[src/cht_pkg.sv]
// Package with the shared constants and types of the cuckoo hash table.
package cht_pkg;

    localparam int unsigned SLOTS    = 32;
    localparam int unsigned IDX_W    = $clog2(SLOTS);
    localparam int unsigned KEY_W    = 31;
    localparam int unsigned SIZE_W   = 6;
    localparam int unsigned QUO_W    = KEY_W;

    typedef logic [KEY_W-1:0]  t_key;
    typedef logic [IDX_W-1:0]  t_idx;
    typedef logic [SIZE_W-1:0] t_size;

    typedef enum logic [1:0] {
        OP_INSERT = 2'd0,
        OP_DELETE = 2'd1,
        OP_LOOKUP = 2'd2,
        OP_NONE   = 2'd3
    } t_op;

    typedef enum logic [2:0] {
        ST_MOVED    = 3'd0,
        ST_INSERTED = 3'd1,
        ST_GAVE_UP  = 3'd2,
        ST_FOUND    = 3'd3,
        ST_REMOVED  = 3'd4,
        ST_ABSENT   = 3'd5
    } t_status;

    typedef struct packed {
        logic    table_sel;
        t_idx    slot_index;
        t_key    key_out;
        t_status status;
        t_key    dropped_key;
        logic    last;
    } t_result;

    typedef struct packed {
        logic [1:0] op;
        t_key       key;
    } t_request;

    // Memory access request from the controller to the table store.
    typedef struct packed {
        logic rd_en;
        logic wr_en;
        logic sel;
        t_idx idx;
        t_key wdata;
    } t_mem_req;

endpackage

[src/cht_store.sv]
// Two slot memories with a registered read port and a reset clearing sweep.
module cht_store
    import cht_pkg::*;
(
    input  logic     i_clk,
    input  logic     i_rst_n,
    input  t_mem_req i_req,
    output t_key     o_rdata,
    output logic     o_clear_busy
);
    t_key   r_mem0 [SLOTS];
    t_key   r_mem1 [SLOTS];
    t_key   r_rdata;
    logic   r_clearing;
    t_idx   r_clr_idx;

    always_ff @(posedge i_clk) begin
        if (!i_rst_n) begin
            r_clearing <= 1'b1;
            r_clr_idx  <= '0;
        end else if (r_clearing) begin
            r_clr_idx <= r_clr_idx + 1'b1;
            if (r_clr_idx == t_idx'(SLOTS - 1)) begin
                r_clearing <= 1'b0;
            end
        end
    end

    always_ff @(posedge i_clk) begin
        if (r_clearing) begin
            r_mem0[r_clr_idx] <= '0;
            r_mem1[r_clr_idx] <= '0;
        end else if (i_req.wr_en) begin
            if (i_req.sel) begin
                r_mem1[i_req.idx] <= i_req.wdata;
            end else begin
                r_mem0[i_req.idx] <= i_req.wdata;
            end
        end
    end

    always_ff @(posedge i_clk) begin
        if (i_req.rd_en) begin
            r_rdata <= i_req.sel ? r_mem1[i_req.idx] : r_mem0[i_req.idx];
        end
    end

    assign o_rdata      = r_rdata;
    assign o_clear_busy = r_clearing;
endmodule
[config.mk]
export PLATFORM = sky130hd
export DESIGN_NAME = cht_store
export DESIGN_NICKNAME = d
export VERILOG_FILES = /design/src/cht_pkg.sv /design/src/cht_store.sv
export SDC_FILE = /design/constraint.sdc
export NUM_CORES = 2
export LEC_CHECK = 0
export BUFFER_PORTS_ARGS = -buffer_cell sky130_fd_sc_hd__buf_2
export CELL_PAD_IN_SITES_DETAIL_PLACEMENT = 0
export CELL_PAD_IN_SITES_GLOBAL_PLACEMENT = 1
export CORE_MARGIN = 2
export CORE_UTILIZATION = 45
export CTS_BUF_LIST = sky130_fd_sc_hd__clkbuf_8
export DETAILED_ROUTE_END_ITERATION = 10
export GPL_TIMING_DRIVEN = 1
export PLACE_DENSITY_LB_ADDON = 0.25
export SLEW_MARGIN = 30
export SYNTH_ARGS = -nofsm -noshare
export SYNTH_HDL_FRONTEND = slang
export SYNTH_SLANG_ARGS = --single-unit
export TNS_END_PERCENT = 100
[constraint.sdc]
create_clock -name i_clk -period 3.65 [get_ports i_clk]
set_input_delay 0.365 -clock i_clk [delete_from_list [all_inputs] [get_ports i_clk]]
set_output_delay 0.365 -clock i_clk [all_outputs]
set_load 0.03 [all_outputs]
After elaboration in Yosys (flattened, before gate mapping)
Memory sizes are Yosys's and may differ from the RTL's.
Cells that the tools add are included.
Widths: inputs -> output; s select.
{"block": "word_totals", "mem_count": 2, "register_bits": 37, "input_bits": 41, "elab_cells": 28, "ram_bits": 1984}
{"name": "r_mem0", "depth": 32, "width": 31, "rd": 1, "rd_ports_with_merged_regs": 0, "wr": 1, "line_no": "cht_store.sv:11", "rtl": "t_key r_mem0 [SLOTS];"}
{"name": "r_mem1", "depth": 32, "width": 31, "rd": 1, "rd_ports_with_merged_regs": 0, "wr": 1, "line_no": "cht_store.sv:12", "rtl": "t_key r_mem1 [SLOTS];"}
{"block": "op_classes", "n_reduce_logical": 2, "mux": 19, "addsub": 1, "eq_ne": 1}
{"operator": "$mux 31", "n": 3}
{"operator": "$reduce_or 31->1", "n": 2}
{"operator": "$mux 1", "n": 14}
{"operator": "$mux 5", "n": 2}
{"operator": "$add 5x1->5 const B", "n": 1}
{"operator": "$eq 5x5->1 const B", "n": 1}

Longest topological paths before layout
{"block": "logic_depth", "word_depth": 6, "ltp_mapped": 9, "ltp_nobuf": 5}

Worst setup path before layout
Ideal clock, no wire load.
{"block": "synth_timing", "path_type": "register -> register", "from": "reg r_clearing (netlist: o_clear_busy)", "to": "mem r_mem1[20][0] (netlist bit) (enable)", "synth_period_minus_slack_ns": 3.374, "setup_time_ns": 0.419, "arrival_time_ns": 2.955, "path_buffers": 2, "stages_incl_launch_ff": 8, "path_slack_ns": 0.276, "path_cell_list": "dfxtp_1 buf_2 nor2b_1 and2_1 buf_2 mux2i_1 nand2_1 nor2_1"}
{"block": "synth_via", "elab_chain_len": 4, "word_cells_on_any_way": 7, "classes_between": "6 x mux; 1 x reduce/logical"}
{"item": "start: declaration", "line_no": "cht_store.sv:14", "rtl": "logic r_clearing;"}
{"item": "start signal: assignment", "line_no": "cht_store.sv:19", "rtl": "r_clearing <= 1'b1;"}
{"item": "start signal: assignment", "line_no": "cht_store.sv:24", "rtl": "r_clearing <= 1'b0;"}
{"item": "$mux 1", "line_no": "cht_store.sv:30", "rtl": "if (r_clearing) begin"}
{"item": "$mux 1 (implied by the code)", "line_no": "cht_store.sv:35", "rtl": "r_mem1[i_req.idx] <= i_req.wdata;"}
{"item": "$reduce_or 31->1 (no line)"}
{"item": "$mux 5 (no line) or $mux 1 (tied branches)"}
{"item": "end: declaration", "line_no": "cht_store.sv:12"}
Parallel ways exist; a longest one is shown, timed or not.

Final worst setup path
{"block": "layout_timing", "from": "reg r_clearing (netlist: o_clear_busy)", "to": "mem r_mem1[20][26] (netlist bit) (enable)"}
The elaborated chain is that of the path after synthesis.

==> metrics.txt <==
post-synth top area cell=edfxtp_1; CP Class=reg -> reg; Post-Place Worst Slack=between 0.4 and 0.5 ns; storage element area=approximately 61000 um^2; CP Launch Type=flop; Final WS setup=between 0.5 and 0.6 ns; DRC violations left=0; Reg-to-Reg End=r_mem1[20][26]; WP data arrival=3.70 ns; Tot Pwr=45.6 mW; Final period util=0.836; RSZ-0062 raised after global routing=false; outcome=complete, no violations; top_reg_cell synth=edfxtp_1; P&R area growth vs syn=15.2%; setup violators final=0; Die W=roughly 420 um; Power per Cell Area=512 nW/um^2; CP Capture Type=flop; fin area=89000 um^2; DRT iter0 DRCs=3787; Clock Path Buffers=4; initial antenna violation count=8; Seq cells post-synth=just over 2000; setup_tns=0 ns; Hold Crit Class=in -> reg; most common cell in the synthesized netlist=edfxtp_1; Critical R2R Launch=o_clear_busy; global-route wire length before repair=284000 um; skew final=0.0465 ns; EDFF count, synth=just over 2000; hpwl dp=approximately 120000 um; drt first pass iters=5; Syn Inst Count=3492; CTS tree=done; CP Max Fanout=22; layout cell share with drive strength beyond 1=0.310; GP Congestion=0.796; total gr overflow=0; Clk Latency, worst-skew pair=~1.0 ns; area of the multi-input gates=around 16000 um^2; core box area=~170000 um^2; mean post-synth cell area=about 22 um^2; post-route ant nets=0; starting density of the core=0.451; Hold Crit Endpoint=r_mem0[8][2]; Die Height=approximately 420 um; final worst path period need=3.05 ns; Ports=73; routed length per instance=about 31 um; critical path required time=4.30 ns; Synth Cell Area=a little under 80000 um^2; top area cells in the synthesized netlist=edfxtp_1 (78%), mux4_2 (13%), mux2i_1 (1.3%), a22oi_1 (1.2%), nand2_1 (0.65%); Slew @ Worst Pin=0.941 ns; post-synthesis cell type count=44; Max-slew headroom=0.370; CTS Root Cell=clkbuf_8; Vias=~38000; CTS H-tree depth=5; Routed WL=201000 um; Post-synth top cells=edfxtp_1 (2015), mux4_2 (454), nand2_1 (133), a22oi_1 (126), mux2i_1 (100); clk sinks=2021; Static Leakage=29.1 nW; vias in the first global route=just under 40000; CTS Buf Count=~340; Peak supply drop=0.442 mV; WHS Path Cells=3; fill cell count=13400; syn nets=3535; R2R setup slack=approximately 0.6 ns; port buffer count=about 70; Slew Limit Fails=0; largest net degree at the start of global routing=69; Resized Gates After CTS=0; # nets final=4043; Placed Instance Area=82900 um^2; Fmax=328 MHz; synth warn=0; final hold vios=0; die area=175000 um^2; top-area cell type share of the netlist area=0.783; Via density=5.91; register area share after synthesis=0.785; max-cap violations=0; clk slew on worst S/H paths=0.06 ns; row cnt=152; HP Start=i_req[2]; GRT Total Usage=0.231; Async SR Flop Fraction=0; worst r2r path cells=7
==> cells by family (layout without fill, tap and decap cells) <==
group / Yosys count / count (layout) / share of synthesized area
muxes: 564 / 564 / 0.147
and+or+nand+nor: 416 / 416 / 0.0263
xor gates and xnor gates: 3 / 3 / 0.000340
other: 0 / 3 / 0
buffers and inverters: 206 / 955 / 0.0155
AOI/OAI and AO/OA: 280 / 280 / 0.0259
adders and majority gates: 2 / 2 / 0.000324
DFF: 2021 / 2021 / 0.785
==> per-layer routing <==
| layer | track usage | vias to the layer above | routed length, um |
|---|---|---|---|
| met5 | 0 | - | 0 |
| met4 | 0.0803 | 0 | 6150 |
| met3 | 0.0616 | 293 | 16300 |
| met2 | 0.359 | 1535 | 95600 |
| met1 | 0.317 | 20500 | 82800 |
| li1 | - | 15900 | - |
==> timing repair <==
action | CTS | global route
hold endpoints to repair | 235 | 0
setup buffers | 0 | 0
hold buffers | 15 | 0
==> report_power, final <==
part           switching (mW)  leakage (nW)  internal (mW)
Sequential             0.0888          19.0           25.5
Combinational            1.37          6.83          0.861
Clock                    8.66          3.32           9.13
==> layout by cell type, fill, tap and decap left out, types with 7 or more instances in the layout <==
master	netlist	final
clkinv_1	1	98
nor2_4	0	65
bufinv_16	0	7
nor2_1	78	10
mux4_2	454	454
nand3_1	47	47
a21oi_1	19	19
a22oi_1	126	126
a311oi_1	36	36
buf_12	3	66
nand2_1	133	133
clkinvlp_4	0	7
nand4_1	46	46
and2_1	37	38
mux2i_1	100	100
buf_4	33	209
mux2_2	10	10
clkbuf_8	0	340
buf_16	0	8
nor4_1	19	19
clkinv_2	0	41
o22ai_1	70	70
and3_1	32	14
and3_2	0	18
dlygate4sd3_1	0	15
inv_1	4	89
edfxtp_1	2015	2015
buf_2	49	68
==> metrics by stage <==
stage | std cells | hold WS, ns | util
2_1_floorplan | 3492 | 0.441 | -
3_3_place_gp | 5870 | 0.629 | 0.483
3_5_place_dp | 5879 | 0.628 | 0.484
4_1_cts | 6474 | 0.00229 | 0.520
5_1_grt | 6476 | 0.0490 | 0.520
6_report | 6477 | 0.0817 | 0.520
==> worst max path at each step <==
stage	from	endpoint	slack, ns	cells past startpoint
3_3_place_gp	i_req[35]	r_mem1[19][13]	0.51	7
2_1_floorplan	o_clear_busy	r_mem1[20][0]	0.28	7
3_5_place_dp	i_req[32]	o_rdata[14]	0.48	7
4_1_cts	o_clear_busy	r_mem1[20][26]	0.63	7
6_report	o_clear_busy	r_mem1[20][26]	0.60	7
5_1_grt	o_clear_busy	r_mem1[20][26]	0.49	7
==> area by class of cell <==
type	instances	share of cell area
Antenna cell	3	0.0000844
Inverter	5	0.000211
Sequential cell	2021	0.682
Tap cell	2233	0.0314
Multi-Input combinational cell	1265	0.180
Timing Repair Buffer	370	0.0411
Clock buffer	340	0.0526
Clock inverter	240	0.0132
==> worst max-delay path, cell delays in order (launching register included) <==
cell and delay (ns):
dfxtp_1 0.34, buf_4 0.20, nor2b_4 0.25, and2_1 0.37, mux2i_1 0.32, nand2_1 0.30, nor2_4 0.39, buf_4 0.49
==> state kept, by name (all words and copies together), names as in the netlist <==
name and cells:
o_clear_busy 1, r_mem0 992, r_clr_idx 5, o_rdata 31, r_mem1 992
(Power assumes the default switching activity.)
