**src/cht_pkg.sv**
```systemverilog
// Package with the shared constants and types of the cuckoo hash table.
package cht_pkg;

    localparam int unsigned SLOTS    = 32;
    localparam int unsigned IDX_W    = $clog2(SLOTS);
    localparam int unsigned KEY_W    = 31;
    localparam int unsigned SIZE_W   = 6;
    localparam int unsigned QUO_W    = KEY_W;

    typedef logic [KEY_W-1:0]  t_key;
    typedef logic [IDX_W-1:0]  t_idx;
    typedef logic [SIZE_W-1:0] t_size;

    typedef enum logic [1:0] {
        OP_INSERT = 2'd0,
        OP_DELETE = 2'd1,
        OP_LOOKUP = 2'd2,
        OP_NONE   = 2'd3
    } t_op;

    typedef enum logic [2:0] {
        ST_MOVED    = 3'd0,
        ST_INSERTED = 3'd1,
        ST_GAVE_UP  = 3'd2,
        ST_FOUND    = 3'd3,
        ST_REMOVED  = 3'd4,
        ST_ABSENT   = 3'd5
    } t_status;

    typedef struct packed {
        logic    table_sel;
        t_idx    slot_index;
        t_key    key_out;
        t_status status;
        t_key    dropped_key;
        logic    last;
    } t_result;

    typedef struct packed {
        logic [1:0] op;
        t_key       key;
    } t_request;

    // Memory access request from the controller to the table store.
    typedef struct packed {
        logic rd_en;
        logic wr_en;
        logic sel;
        t_idx idx;
        t_key wdata;
    } t_mem_req;

endpackage

```
**src/cht_divider.sv**
```systemverilog
// Restoring divider producing key div size and key mod size, one bit per cycle.
module cht_divider
    import cht_pkg::*;
(
    input  logic   i_clk,
    input  logic   i_rst_n,
    input  logic   i_start,
    input  t_key   i_dividend,
    input  t_size  i_divisor,
    output logic   o_done,
    output t_key   o_quotient,
    output t_size  o_remainder
);
    localparam int unsigned CNT_W = $clog2(KEY_W + 1);

    logic [CNT_W-1:0] r_cnt, n_cnt;
    logic             r_busy, n_busy;
    logic             r_done, n_done;
    t_key             r_quo, n_quo;
    logic [SIZE_W:0]  r_rem, n_rem;
    t_size            r_div;
    logic [SIZE_W:0]  w_trial;

    always_comb begin
        n_cnt  = r_cnt;
        n_busy = r_busy;
        n_done = 1'b0;
        n_quo  = r_quo;
        n_rem  = r_rem;
        w_trial = {r_rem[SIZE_W-1:0], r_quo[KEY_W-1]};
        if (i_start) begin
            n_busy = 1'b1;
            n_cnt  = CNT_W'(KEY_W);
            n_quo  = i_dividend;
            n_rem  = '0;
        end else if (r_busy) begin
            if (w_trial >= {1'b0, r_div}) begin
                n_rem = w_trial - {1'b0, r_div};
                n_quo = {r_quo[KEY_W-2:0], 1'b1};
            end else begin
                n_rem = w_trial;
                n_quo = {r_quo[KEY_W-2:0], 1'b0};
            end
            n_cnt = r_cnt - 1'b1;
            if (r_cnt == CNT_W'(1)) begin
                n_busy = 1'b0;
                n_done = 1'b1;
            end
        end
    end

    always_ff @(posedge i_clk) begin
        if (!i_rst_n) begin
            r_busy <= 1'b0;
            r_done <= 1'b0;
            r_cnt  <= '0;
        end else begin
            r_busy <= n_busy;
            r_done <= n_done;
            r_cnt  <= n_cnt;
        end
        r_quo <= n_quo;
        r_rem <= n_rem;
        if (i_start) begin
            r_div <= i_divisor;
        end
    end

    assign o_done      = r_done;
    assign o_quotient  = r_quo;
    assign o_remainder = r_rem[SIZE_W-1:0];
endmodule

```
**config.mk**
```make
export PLATFORM = sky130hd
export DESIGN_NAME = cht_divider
export DESIGN_NICKNAME = d
export VERILOG_FILES = /design/src/cht_pkg.sv /design/src/cht_divider.sv
export SDC_FILE = /design/constraint.sdc
export NUM_CORES = 1
export LEC_CHECK = 0
export BUFFER_PORTS_ARGS = -buffer_cell sky130_fd_sc_hd__buf_2
export CELL_PAD_IN_SITES_DETAIL_PLACEMENT = 2
export CELL_PAD_IN_SITES_GLOBAL_PLACEMENT = 2
export CORE_MARGIN = 10
export CORE_UTILIZATION = 33
export DETAILED_ROUTE_END_ITERATION = 7
export PLACE_DENSITY_LB_ADDON = 0.1
export SLEW_MARGIN = 30
export SYNTH_ARGS = -nofsm -noshare
export SYNTH_HDL_FRONTEND = slang
export SYNTH_SLANG_ARGS = --single-unit
export TNS_END_PERCENT = 30
```
**constraint.sdc**
```tcl
create_clock -name i_clk -period 2.6 [get_ports i_clk]
set_clock_uncertainty 0.2 [all_clocks]
set_input_delay 0.13 -clock i_clk [delete_from_list [all_inputs] [get_ports i_clk]]
set_output_delay 0.13 -clock i_clk [all_outputs]
set_load 0.03 [all_outputs]
```
# Word level (Yosys, flattened, before mapping)
# Cells that the tools add are included.
[classes]
n_addsub = 2
magnitude_cmp = 1
n_eq_ne = 1
mux = 10
n_bitwise = 2
n_reduce_logical = 2
[op_table]
columns = ["op", "n"]
rows = [
  ["two-way mux 31 bit", 2],
  ["two-way mux 5 bit", 2],
  [">= comparator 7 x 6 -> 1 bit", 1],
  ["two-way mux 6 bit", 1],
  ["subtractor 6 bit", 1],
  ["equality test 5 x 1 -> 1 bit, second input constant", 1],
  ["two-way mux 1 bit", 5],
  ["subtractor 5 x 1 -> 5 bit, second input constant", 1],
  ["OR reduction 3 bit", 1],
  ["NOT 1 bit", 2],
  ["nonzero test 2 bit", 1],
]
[totals]
reg_bits = 50
in_bits = 40
elab_cells = 24

# Depth between registers and ports, before layout
# Gate-level depths: netlist (run 1).
[logic_depth]
ltp_word = 4
depth_mapped = 8

# Least setup slack after synthesis (run 1)
# OpenSTA, ideal clock, no wires.
[synth_timing]
path_kind = "reg-to-reg"
start = "reg r_rem[3]"
end = "reg r_rem[1]"
setup_time_ps = 127
t_arrival_ps = 2102
t_required_ps = 2273
path_slack_ps = 171
path_stages_with_launch = 8
synth_period_minus_slack_ps = 2429
path_cell_list = "dfxtp_1 > ha_1 > a21o_1 > a211o_1 > a41o_1 > buf_6 > nor4bb_1 > or3_1"
[synth_between]
elab_chain_cells = 2
[synth_lines]
columns = ["element", "line", "text"]
rows = [
  ["start: declaration", "cht_divider.sv:20", "logic [SIZE_W:0] r_rem, n_rem;"],
  ["start signal: assignment", "cht_divider.sv:63", "r_rem <= n_rem;"],
  [">= comparator 7 x 6 -> 1 bit", "cht_divider.sv:37", "if (w_trial >= {1'b0, r_div}) begin"],
  ["two-way mux 6 bit", "cht_divider.sv:37", ""],
]
# Every way passes these cells.
# A chain may end at the register's enable or synchronous reset.

# Final worst setup path (run 1)
[layout_timing]
start = "reg r_div[0]"
end = "reg r_rem[0]"
[layout_between]
elab_chain_cells = 2
word_cells_on_any_way = 3
cone_classes = "add/sub: 1; order compare: 1; mux: 1"
[layout_lines]
columns = ["element", "line", "text"]
rows = [
  ["start: declaration", "cht_divider.sv:21", "t_size r_div;"],
  ["start signal: assignment", "cht_divider.sv:65", "r_div <= i_divisor;"],
  ["subtractor 6 bit / >= comparator 7 x 6 -> 1 bit (equally long branches)", "cht_divider.sv:38, cht_divider.sv:37", ""],
  ["two-way mux 6 bit *", "cht_divider.sv:37", ""],
]
# Every way passes the cells marked *; elsewhere a longest branch is shown, timed or not.

==> results of run 1 <==
[cell type report]
type | instances | share of cell area (%)
flip-flops and latches | 50 | 40.4
clock inverters | 2 | 1.11
inverters | 11 | 1.22
clock buffers | 6 | 2.14
multi-input cells | 108 | 27.5
well taps | 96 | 3.54
repair buffers | 120 | 24.1
[stage by stage]
stage	cell area (um^2)	instances
finish	3390	393
global route	3390	393
CTS	3390	393
detailed placement	2900	347
global placement	2900	347
floorplan	2380	177
[path summary, 6_finish.rpt]
check	from	endpoint	slack, ps	depth (start not counted)
setup / recovery	r_div[0]$_DFFE_PP_	r_rem[0]$_SDFFE_PP0P_	170	6
hold / removal	i_start	r_rem[2]$_SDFFE_PP0P_	2	2
setup reg to reg	r_div[0]$_DFFE_PP_	r_rem[0]$_SDFFE_PP0P_	170	6
hold reg to reg	r_rem[5]$_SDFFE_PP0P_	r_rem[5]$_SDFFE_PP0P_	310	2
[critical path, stage by stage, from the launching register on]
cell,delay (ps)
edfxtp_1,410
ha_1,310
and2b_2,210
o21ai_0,180
a41o_1,470
mux2_4,340
a211oi_2,220
[power breakdown]
group | leakage (uW) | internal [uW] | switching, uW
registers | 0.000478 | 951 | 50.9
logic | 0.000927 | 240 | 317
clock network | 0.0000514 | 287 | 264
total | 0.00146 | 1480 | 632
[what timing repair did]
action,4_1_cts,5_1_grt
hold endpoints to repair,44,0
buffers inserted,0,0
setup endpoints to repair,0,0
hold buffers,38,0
[Yosys cell counts, drive strengths merged]
library cell  instances  share of area, %
o21ai                 4              0.84
dfxtp                13                11
a211o                 1              0.37
a211oi                5               1.8
nor2                 11               1.7
nand2b                2              0.53
clkbuf                4              0.63
o21a                  6               1.9
ha                    9               4.7
nor4b                 1              0.37
buf                   4              0.95
fa                    1              0.84
or4b                  1              0.42
xnor2                 2              0.74
a21oi                 6               1.3
a41o                  1              0.42
xor2                  5               1.8
a22oi                 1              0.32
a21o                  1              0.32
nor3b                 2              0.63
mux2i                 3               1.3
edfxtp               37                47
or3                   1              0.26
nand2                 4              0.63
mux2                 33                16
or2                   1              0.26
nor3                  3              0.63
nor2b                 2              0.53
inv                  11               1.7
nor4bb                1              0.42
and2b                 1              0.37
[sequential cells by signal (all words and copies together), names as in the netlist]
signal      cells
r_cnt           5
o_done          1
r_busy          1
r_rem           6
r_div           6
o_quotient     31
[logic make-up (layout without fill, tap and decap cells)]
kind of cell	count (synthesis)	count (layout)	share of synthesized area, %
multiplexers	36	36	17.0
flip-flops	50	50	57.6
adder cells (fa/ha/maj)	10	10	5.57
AO/OA/AOI/OAI	25	25	7.20
AND/OR/NAND/NOR	30	30	6.78
buffers and inverters	19	139	3.31
XOR/XNOR	7	7	2.57
[metal layers]
| metal | vias up | global-route usage (%) | routed length [um] |
|---|---|---|---|
| met2 | 41 | 24.5 | 3900 |
| met3 | 5 | 4.67 | 424 |
| li1 | 879 | - | - |
| met5 | - | 0 | 0 |
| met1 | 885 | 13.5 | 2770 |
| met4 | 0 | 3.53 | 57 |
==> flow_metrics.py, run 1 <==
metrics = {
    "layout": {
        "final_common_cell": "buf_2",
        "final_util_pct": 49.1,
        "drive_above_1_share_pct": 42.4,
        "area_delta_synth_final_pct": 42.3,
        "final_cell_mix": "buf_2, dlygate4sd3_1, edfxtp_1, mux2_2, dfxtp_1",
        "fillerInstances": 729,
        "area.sequential_um2": 1370,
        "multi_input_comb_area_um2": 932,
        "finalNetCount": 346,
        "antenna_cells": 0,
    },
    "sta": {
        "rsz0062_at_grt": "false",
        "min_period_over_period_pct": 93.4,
        "worst_slack_ps": 170,
        "holdWs_ps": 2.08,
        "setup_viol": 0,
        "final_max_slew_viol_count": 0,
        "period_needed_ps": 2430,
        "slew-limit-headroom_pct": 72.1,
        "tns_ps": 0,
        "worstMarginPinSlew_ps": 418,
        "hold_violations": 0,
        "fmax_ghz": 0.412,
    },
    "clock_tree": {
        "cts_resized": 0,
        "htree_levels": 2,
        "clockBufferDepth": 2,
        "path_clk_slew_ps": 100,
        "cts_made_buffers": 5,
        "cts_tree": "built",
        "cts-root-buf": "clkbuf_8",
        "clk_latency_ps": 300,
        "clock-sinks": 50,
    },
    "detailed_routing": {
        "avgViaCountPerCell": 4.61,
        "vias": 1810,
        "wl_per_cell_um": 18.2,
        "firstDrtPassIters": 4,
        "drc": 0,
        "wl_um": 7150,
        "postRouteAntennaNets": 0,
        "initialDrtViolationCount": 30,
    },
    "yosys": {
        "syn_area_um2": 2380,
        "yosys_warnings": 0,
        "synth_cell_types": 34,
        "synth_nets": 227,
        "syn_inst": 177,
        "syn_area_per_cell_um2": 13.5,
        "ys_seq_area_share_pct": 57.6,
        "ys_ff_latch": 50,
    },
    "place": {
        "dp_worst_setup_slack_ps": 194,
        "dp_hpwl_um": 4810,
        "io_buffers": 77,
        "gp_congestion": 0.711,
    },
    "floorplan": {
        "die_width_um": 105,
        "start_util_pct": 34.5,
        "die_y_um": 105,
        "rows": 30,
        "fp.dieArea_um2": 11000,
        "design.core.area_um2": 6910,
        "ios": 78,
    },
    "run": {
        "cap_violations": 0,
    },
    "worst_setup_path": {
        "critPathArrivalTime_ps": 2450,
        "critical_path_class": "reg -> reg",
        "crit_path_start_kind": "flip-flop",
        "endpoint_kind": "flip-flop",
        "cp.required_ps": 2620,
        "worstPathMaxFanout": 9,
    },
    "power_and_ir_drop": {
        "ir_drop_uv": 249,
        "cellPowerDensity_nw_per_um2": 623,
        "leakagePower_uw": 0.00146,
        "p_total_uw": 2110,
    },
    "grt": {
        "grt_usage_pct": 13.1,
        "grt_max_degree": 25,
        "antenna_found_initial": 0,
        "globalRoute.totalOverflow": 0,
        "grt_pass1_wl_um": 11500,
        "grt_pass1_vias": 2079,
    },
    "run_status": {
        "status": "completed",
    },
    "worst_hold_path": {
        "hp-class": "in -> reg",
    },
}
Note: power is estimated with default switching activity, not from simulation.
==> run 2: changes to the inputs <==
--- a/config.mk
+++ b/config.mk
@@ -11,6 +11,7 @@
 export CORE_MARGIN = 10
 export CORE_UTILIZATION = 33
 export DETAILED_ROUTE_END_ITERATION = 7
+export GPL_TIMING_DRIVEN = 0
 export PLACE_DENSITY_LB_ADDON = 0.1
 export SLEW_MARGIN = 30
 export SYNTH_ARGS = -nofsm -noshare
==> run 2 against run 1 <==
Net effect: routed wire length shrank 2.0%; highest routed layer unchanged; cell area shrank 0.33%; register-to-register slack gained 40 ps; sequential power is essentially flat; core utilization shrank 0.16 points; via count grew 1.5%; cell count grew 1.0%.
==> flow_metrics.py, run 2 (synthesized netlist as in run 1, its figures left out) <==
metrics = {
    "clock_tree": {
        "htree_levels": 2,
        "clk_latency_ps": 310,
        "post_cts_buffers": 0,
        "clockBufferDepth": 2,
        "cts-root-buf": "clkbuf_8",
        "path_clk_slew_ps": 90,
        "cts_made_buffers": 5,
        "cts_tree": "built",
        "clock-sinks": 50,
    },
    "run": {
        "cap_violations": 0,
    },
    "worst_setup_path": {
        "critPathTopFamily": "compound AO/OA/AOI/OAI gates",
        "crit_buf_inv": 1,
        "rr_endpoint": "r_rem[1]$_SDFFE_PP0P_",
        "crit_start": "r_rem[3]$_SDFFE_PP0P_",
        "worstPathMaxFanout": 9,
        "cp.required_ps": 2590,
        "rrSetupSlack_ps": 210,
        "critPathArrivalTime_ps": 2380,
        "max_stage_delay_ps": 380,
        "rr_worst_depth": 7,
        "endpoint_kind": "flip-flop",
        "cpMaxStageDelayCell": "ha_1",
        "r2r_start": "r_rem[3]$_SDFFE_PP0P_",
        "crit_chain": "ha_1 > a21o_1 > a211o_1 > a41o_1 > buf_6 > nor4bb_1 > or3_1",
        "critPathCapture": "r_rem[1]$_SDFFE_PP0P_",
        "critical_path_class": "reg -> reg",
        "crit_path_start_kind": "flip-flop",
        "cp.depth": 7,
    },
    "floorplan": {
        "fp.dieArea_um2": 11000,
        "ios": 78,
        "design.core.area_um2": 6910,
        "die_width_um": 105,
        "rows": 30,
        "start_util_pct": 34.5,
        "die_y_um": 105,
    },
    "detailed_routing": {
        "vias": 1837,
        "wl_um": 7010,
        "postRouteAntennaNets": 0,
        "wl_per_cell_um": 17.6,
        "avgViaCountPerCell": 4.63,
        "firstDrtPassIters": 4,
        "initialDrtViolationCount": 21,
        "drc": 0,
    },
    "sta": {
        "fmax_ghz": 0.419,
        "worstMarginPinSlew_ps": 575,
        "setup_viol": 0,
        "min_period_over_period_pct": 91.8,
        "slew-limit-headroom_pct": 61.7,
        "hold_violations": 0,
        "period_needed_ps": 2390,
        "holdWs_ps": 163,
        "worst_slack_ps": 212,
        "final_max_slew_viol_count": 0,
        "rsz0062_at_grt": "false",
        "tns_ps": 0,
    },
    "layout": {
        "finalNetCount": 350,
        "final_cells": 397,
        "largest_reg_flops": 31,
        "drive_above_1_share_pct": 40.9,
        "antenna_cells": 0,
        "area_delta_synth_final_pct": 41.9,
        "final_common_cell": "buf_2",
        "final_cell_mix": "buf_2, dlygate4sd3_1, edfxtp_1, mux2_2, dfxtp_1",
        "fillerInstances": 737,
    },
    "grt": {
        "gr-usage-met3_pct": 5.28,
        "grt_pass1_wl_um": 11500,
        "grt_pass1_vias": 2191,
        "grt_usage_pct": 12.9,
        "grt.met1_usage_pct": 13.1,
        "grt_max_degree": 32,
        "global_route.usage.met2_pct": 23.7,
        "busiest_layer": "met2",
        "globalRoute.totalOverflow": 0,
        "antenna_found_initial": 0,
    },
    "power_and_ir_drop": {
        "power.internal_uw": 1410,
        "combPwrFrac_pct": 27.1,
        "cellPowerDensity_nw_per_um2": 610,
        "ir_drop_uv": 311,
        "netSwitchingFraction_pct": 31.6,
        "seqPwrFrac_pct": 48.5,
        "leakagePower_uw": 0.00144,
        "clkPwrFrac_pct": 24.4,
        "p_sw_uw": 651,
    },
    "place": {
        "dp_worst_setup_slack_ps": 35.0,
        "dp_hpwl_um": 4880,
        "gp_congestion": 0.707,
        "io_buffers": 77,
        "dp.cells": 350,
    },
    "worst_hold_path": {
        "hp-class": "in -> reg",
        "worstHoldStart": "i_start",
    },
    "run_status": {
        "status": "completed",
    },
}
-- run 2: worst min-delay path, cell delays in order --
cell      delay (ps)
buf_2            120
nor4bb_1         250
or3_1            140
-- run 2: worst min-delay path by stage --
stage | to | slack (ps) | cells past startpoint
2_1_floorplan | r_div[0]$_DFFE_PP_ | 30 | 0
3_5_place_dp | r_div[1]$_DFFE_PP_ | 110 | 1
4_1_cts | r_rem[1]$_SDFFE_PP0P_ | 150 | 3
5_1_grt | r_rem[1]$_SDFFE_PP0P_ | 150 | 3
6_report | r_rem[1]$_SDFFE_PP0P_ | 160 | 3
3_3_place_gp | r_div[0]$_DFFE_PP_ | 110 | 1
-- run 2: layout make-up --
type / count / area, um^2 / share of cell area, %
Timing Repair Buffer: 116 / 776 / 23.0
Clock inverter: 2 / 16.3 / 0.481
Multi-Input combinational cell: 108 / 935 / 27.7
Tap cell: 96 / 120 / 3.55
Buffer: 8 / 37.5 / 1.11
Inverter: 11 / 41.3 / 1.22
Sequential cell: 50 / 1370 / 40.6
Clock buffer: 6 / 82.6 / 2.44
-- run 2: routing by layer --
metal | up-vias | part of all wire [%] | wire (um)
met1 | 906 | 37 | 2610
met3 | 5 | 7.2 | 502
met4 | 0 | 0.77 | 54
met2 | 41 | 55 | 3840
li1 | 885 | - | -
met5 | - | 0 | 0
-- run 2: per-stage QoR --
step | util [%] | area (um^2) | power (uW)
2_1_floorplan | - | 2380 | 1370
3_3_place_gp | 41.8 | 2890 | 1520
3_5_place_dp | 41.8 | 2890 | 1530
4_1_cts | 48.9 | 3380 | 2090
5_1_grt | 48.9 | 3380 | 2180
6_report | 48.9 | 3380 | 2060
-- run 2: repair_timing --
action | 4_1_cts | 5_1_grt
setup endpoints to repair | 0 | 31
endpoints found under the hold margin | 50 | 0
resized for setup | 0 | 1
hold buffers | 39 | 0
-- run 2: power groups by stage --
| stage | clock (uW) | combinational, uW | sequential, uW |
|---|---|---|---|
| 2_1_floorplan | 0 | 232 | 1130 |
| 3_3_place_gp | 0 | 503 | 1010 |
| 3_5_place_dp | 0 | 515 | 1020 |
| 4_1_cts | 519 | 566 | 1000 |
| 5_1_grt | 547 | 615 | 1010 |
| 6_report | 504 | 559 | 1000 |
==> run 3: changes to the inputs <==
--- a/config.mk
+++ b/config.mk
@@ -5,11 +5,13 @@
 export SDC_FILE = /design/constraint.sdc
 export NUM_CORES = 1
 export LEC_CHECK = 0
+export ABC_AREA = 1
 export BUFFER_PORTS_ARGS = -buffer_cell sky130_fd_sc_hd__buf_2
 export CELL_PAD_IN_SITES_DETAIL_PLACEMENT = 2
 export CELL_PAD_IN_SITES_GLOBAL_PLACEMENT = 2
+export CORE_ASPECT_RATIO = 1.5
 export CORE_MARGIN = 10
-export CORE_UTILIZATION = 33
+export CORE_UTILIZATION = 29
 export DETAILED_ROUTE_END_ITERATION = 7
 export GPL_TIMING_DRIVEN = 0
 export PLACE_DENSITY_LB_ADDON = 0.1
==> run 3 against run 2 <==
Net effect: routed wire length rose by 14%; clock power rose by 74%; combinational power down 3.8%; global-route usage increased by 0.61 points; hold slack lost 160 ps; flip-flop and latch count is the same; first-iteration DRC count rose to 4.0 times the previous value; sequential power about the same; register-to-register slack improved by 340 ps; cell count is 28% higher; worst setup slack improved by 340 ps; critical path type unchanged.
==> flow_metrics.py, run 3 <==
metrics = {
    "power_and_ir_drop": {
        "cellPowerDensity_nw_per_um2": 677,
        "p_total_uw": 2420,
        "leakagePower_uw": 0.00177,
        "ir_drop_uv": 326,
    },
    "yosys": {
        "async_flop_share_pct": 0,
        "syn_inst": 278,
        "synth_edf_count": 37,
        "yosys_warnings": 0,
        "synth_cell_types": 29,
        "yosys-top-cells-count": "nand2_1, edfxtp_1, inv_1, dfxtp_1, nand4_1",
        "syn_area_per_cell_um2": 8.88,
        "ys_ff_latch": 50,
        "synth_area_leaders": "edfxtp_1, nand2_1, dfxtp_1",
        "ys_seq_area_share_pct": 55.5,
        "yosysTopAreaCell": "edfxtp_1",
        "ys.flop_type": "edfxtp_1",
        "synth_top_area_share_pct": 45.0,
        "post-synth-top-count-cell": "nand2_1",
        "syn_area_um2": 2470,
        "synth_nets": 328,
    },
    "clock_tree": {
        "cts-root-buf": "clkbuf_16",
        "cts_resized": 0,
        "clockBufferDepth": 2,
        "cts_tree": "built",
        "hold_buffers": 38,
        "htree_levels": 2,
        "path_clk_slew_ps": 60,
        "clk_latency_ps": 300,
        "clock-sinks": 50,
        "cts_made_buffers": 5,
        "post_cts_buffers": 0,
    },
    "layout": {
        "area_delta_synth_final_pct": 44.5,
        "largest_reg_flops": 31,
        "antenna_cells": 0,
        "finalNetCount": 450,
        "final_cells": 508,
        "final_cell_mix": "nand2_1, buf_2, dlygate4sd3_1, edfxtp_1, inv_1",
        "drive_above_1_share_pct": 25.2,
        "final_common_cell": "nand2_1",
        "fillerInstances": 958,
    },
    "worst_setup_path": {
        "endpoint_kind": "flip-flop",
        "critical_path_class": "reg -> reg",
        "cp.required_ps": 2640,
        "rr_worst_depth": 9,
        "critPathArrivalTime_ps": 2080,
        "worstPathMaxFanout": 3,
        "rr_endpoint": "r_rem[4]$_SDFFE_PP0P_",
        "cpMaxStageDelayCell": "fa_1",
        "max_stage_delay_ps": 400,
        "r2r_start": "o_quotient[30]$_DFFE_PP_",
        "crit_path_start_kind": "flip-flop",
        "crit_chain": "inv_1 > ha_1 > fa_1 > or2_2 > nand3_1 > nand2_1 > nand3_2 > nand3_1 > nand2_1",
        "rrSetupSlack_ps": 550,
    },
    "floorplan": {
        "rows": 41,
        "die_y_um": 133,
        "design.core.area_um2": 8360,
        "die_width_um": 95.4,
        "ios": 78,
        "fp.dieArea_um2": 12700,
        "start_util_pct": 29.5,
    },
    "sta": {
        "worstMarginPinSlew_ps": 721,
        "hold_violations": 0,
        "slew-limit-headroom_pct": 51.9,
        "rsz0062_at_grt": "false",
        "setup_viol": 0,
        "worst_slack_ps": 554,
        "tns_ps": 0,
        "min_period_over_period_pct": 78.7,
        "final_max_slew_viol_count": 0,
        "fmax_ghz": 0.489,
        "period_needed_ps": 2050,
    },
    "place": {
        "dp_hpwl_um": 5930,
        "io_buffers": 77,
        "dp.cells": 462,
        "dp_worst_setup_slack_ps": 517,
        "gp_congestion": 0.736,
    },
    "worst_hold_path": {
        "hp-class": "in -> reg",
        "holdPathEnd": "r_div[4]$_DFFE_PP_",
        "worstHoldStart": "i_start",
        "holdPathStages": 1,
    },
    "grt": {
        "global_route.usage.met2_pct": 25.5,
        "grt_pass1_wl_um": 13600,
        "busiest_layer": "met2",
        "grt_pass1_vias": 2771,
        "globalRoute.totalOverflow": 0,
        "grt_usage_pct": 13.5,
        "grt.met1_usage_pct": 13.1,
        "gr-usage-met3_pct": 4.59,
        "grt_max_degree": 34,
        "antenna_found_initial": 0,
    },
    "detailed_routing": {
        "vias": 2324,
        "avgViaCountPerCell": 4.57,
        "drc": 0,
        "firstDrtPassIters": 4,
        "postRouteAntennaNets": 0,
        "initialDrtViolationCount": 83,
        "wl_um": 8010,
        "wl_per_cell_um": 15.8,
    },
    "run": {
        "cap_violations": 0,
    },
    "run_status": {
        "status": "completed",
    },
}
[run 3: logic make-up (layout without fill, tap and decap cells)]
group,after synthesis,in the layout,share of synthesized area (%)
AO/OA/AOI/OAI,9,9,2.74
XOR/XNOR,2,2,0.709
adder cells (fa/ha/maj),10,10,5.37
buffers and inverters,38,161,5.83
flip-flops,50,50,55.5
AND/OR/NAND/NOR,169,169,29.8
[run 3: worst max-delay path: cells and delay by family (launching register included)]
family                     cells  cell delay [ps]
DFF                            1              380
adders and majority gates      2              610
buffers and inverters          1               90
and+or+nand+nor                6              720
[run 3: layout make-up]
class	instances	area, um^2	area share (%)
tap	107	134	3.75
multi-input combinational	190	955	26.8
clock buffer	6	139	3.89
sequential	50	1370	38.4
inverter	31	116	3.26
clock inverter	2	60.1	1.68
timing repair buffer	115	766	21.5
buffer	7	27.5	0.771
[run 3: routing by layer]
metal	wire [um]	vias up	share of wire, %
met4	102	0	1.3
li1	-	1142	-
met1	2860	1126	36
met3	532	6	6.6
met5	0	-	0
met2	4520	50	56
[run 3: power breakdown]
group | leakage [uW] | total (uW) | internal, uW | switching [uW]
sequential | 0.000484 | 1000 | 950 | 49.6
combinational | 0.00119 | 538 | 190 | 348
clock | 0.0000971 | 877 | 578 | 299
total | 0.00177 | 2420 | 1720 | 697
[run 3: how the worst max path moves through the flow]
stage	cells past startpoint	end	startpoint
floorplan	8	r_rem[4]$_SDFFE_PP0P_	o_quotient[30]$_DFFE_PP_
global placement	4	o_quotient[12]$_DFFE_PP_	i_start
detailed placement	8	r_rem[4]$_SDFFE_PP0P_	o_quotient[30]$_DFFE_PP_
CTS	9	r_rem[4]$_SDFFE_PP0P_	o_quotient[30]$_DFFE_PP_
global route	9	r_rem[4]$_SDFFE_PP0P_	o_quotient[30]$_DFFE_PP_
finish	9	r_rem[4]$_SDFFE_PP0P_	o_quotient[30]$_DFFE_PP_
[run 3: metrics by stage]
step	instance area (um^2)	util, %	hold WS, ps
after floorplan	2470	-	28.9
after detailed placement	2990	35.7	110
final	3570	42.7	1.69
after global routing	3570	42.7	2.50
after global placement	2990	35.7	109
after CTS	3570	42.7	5.16
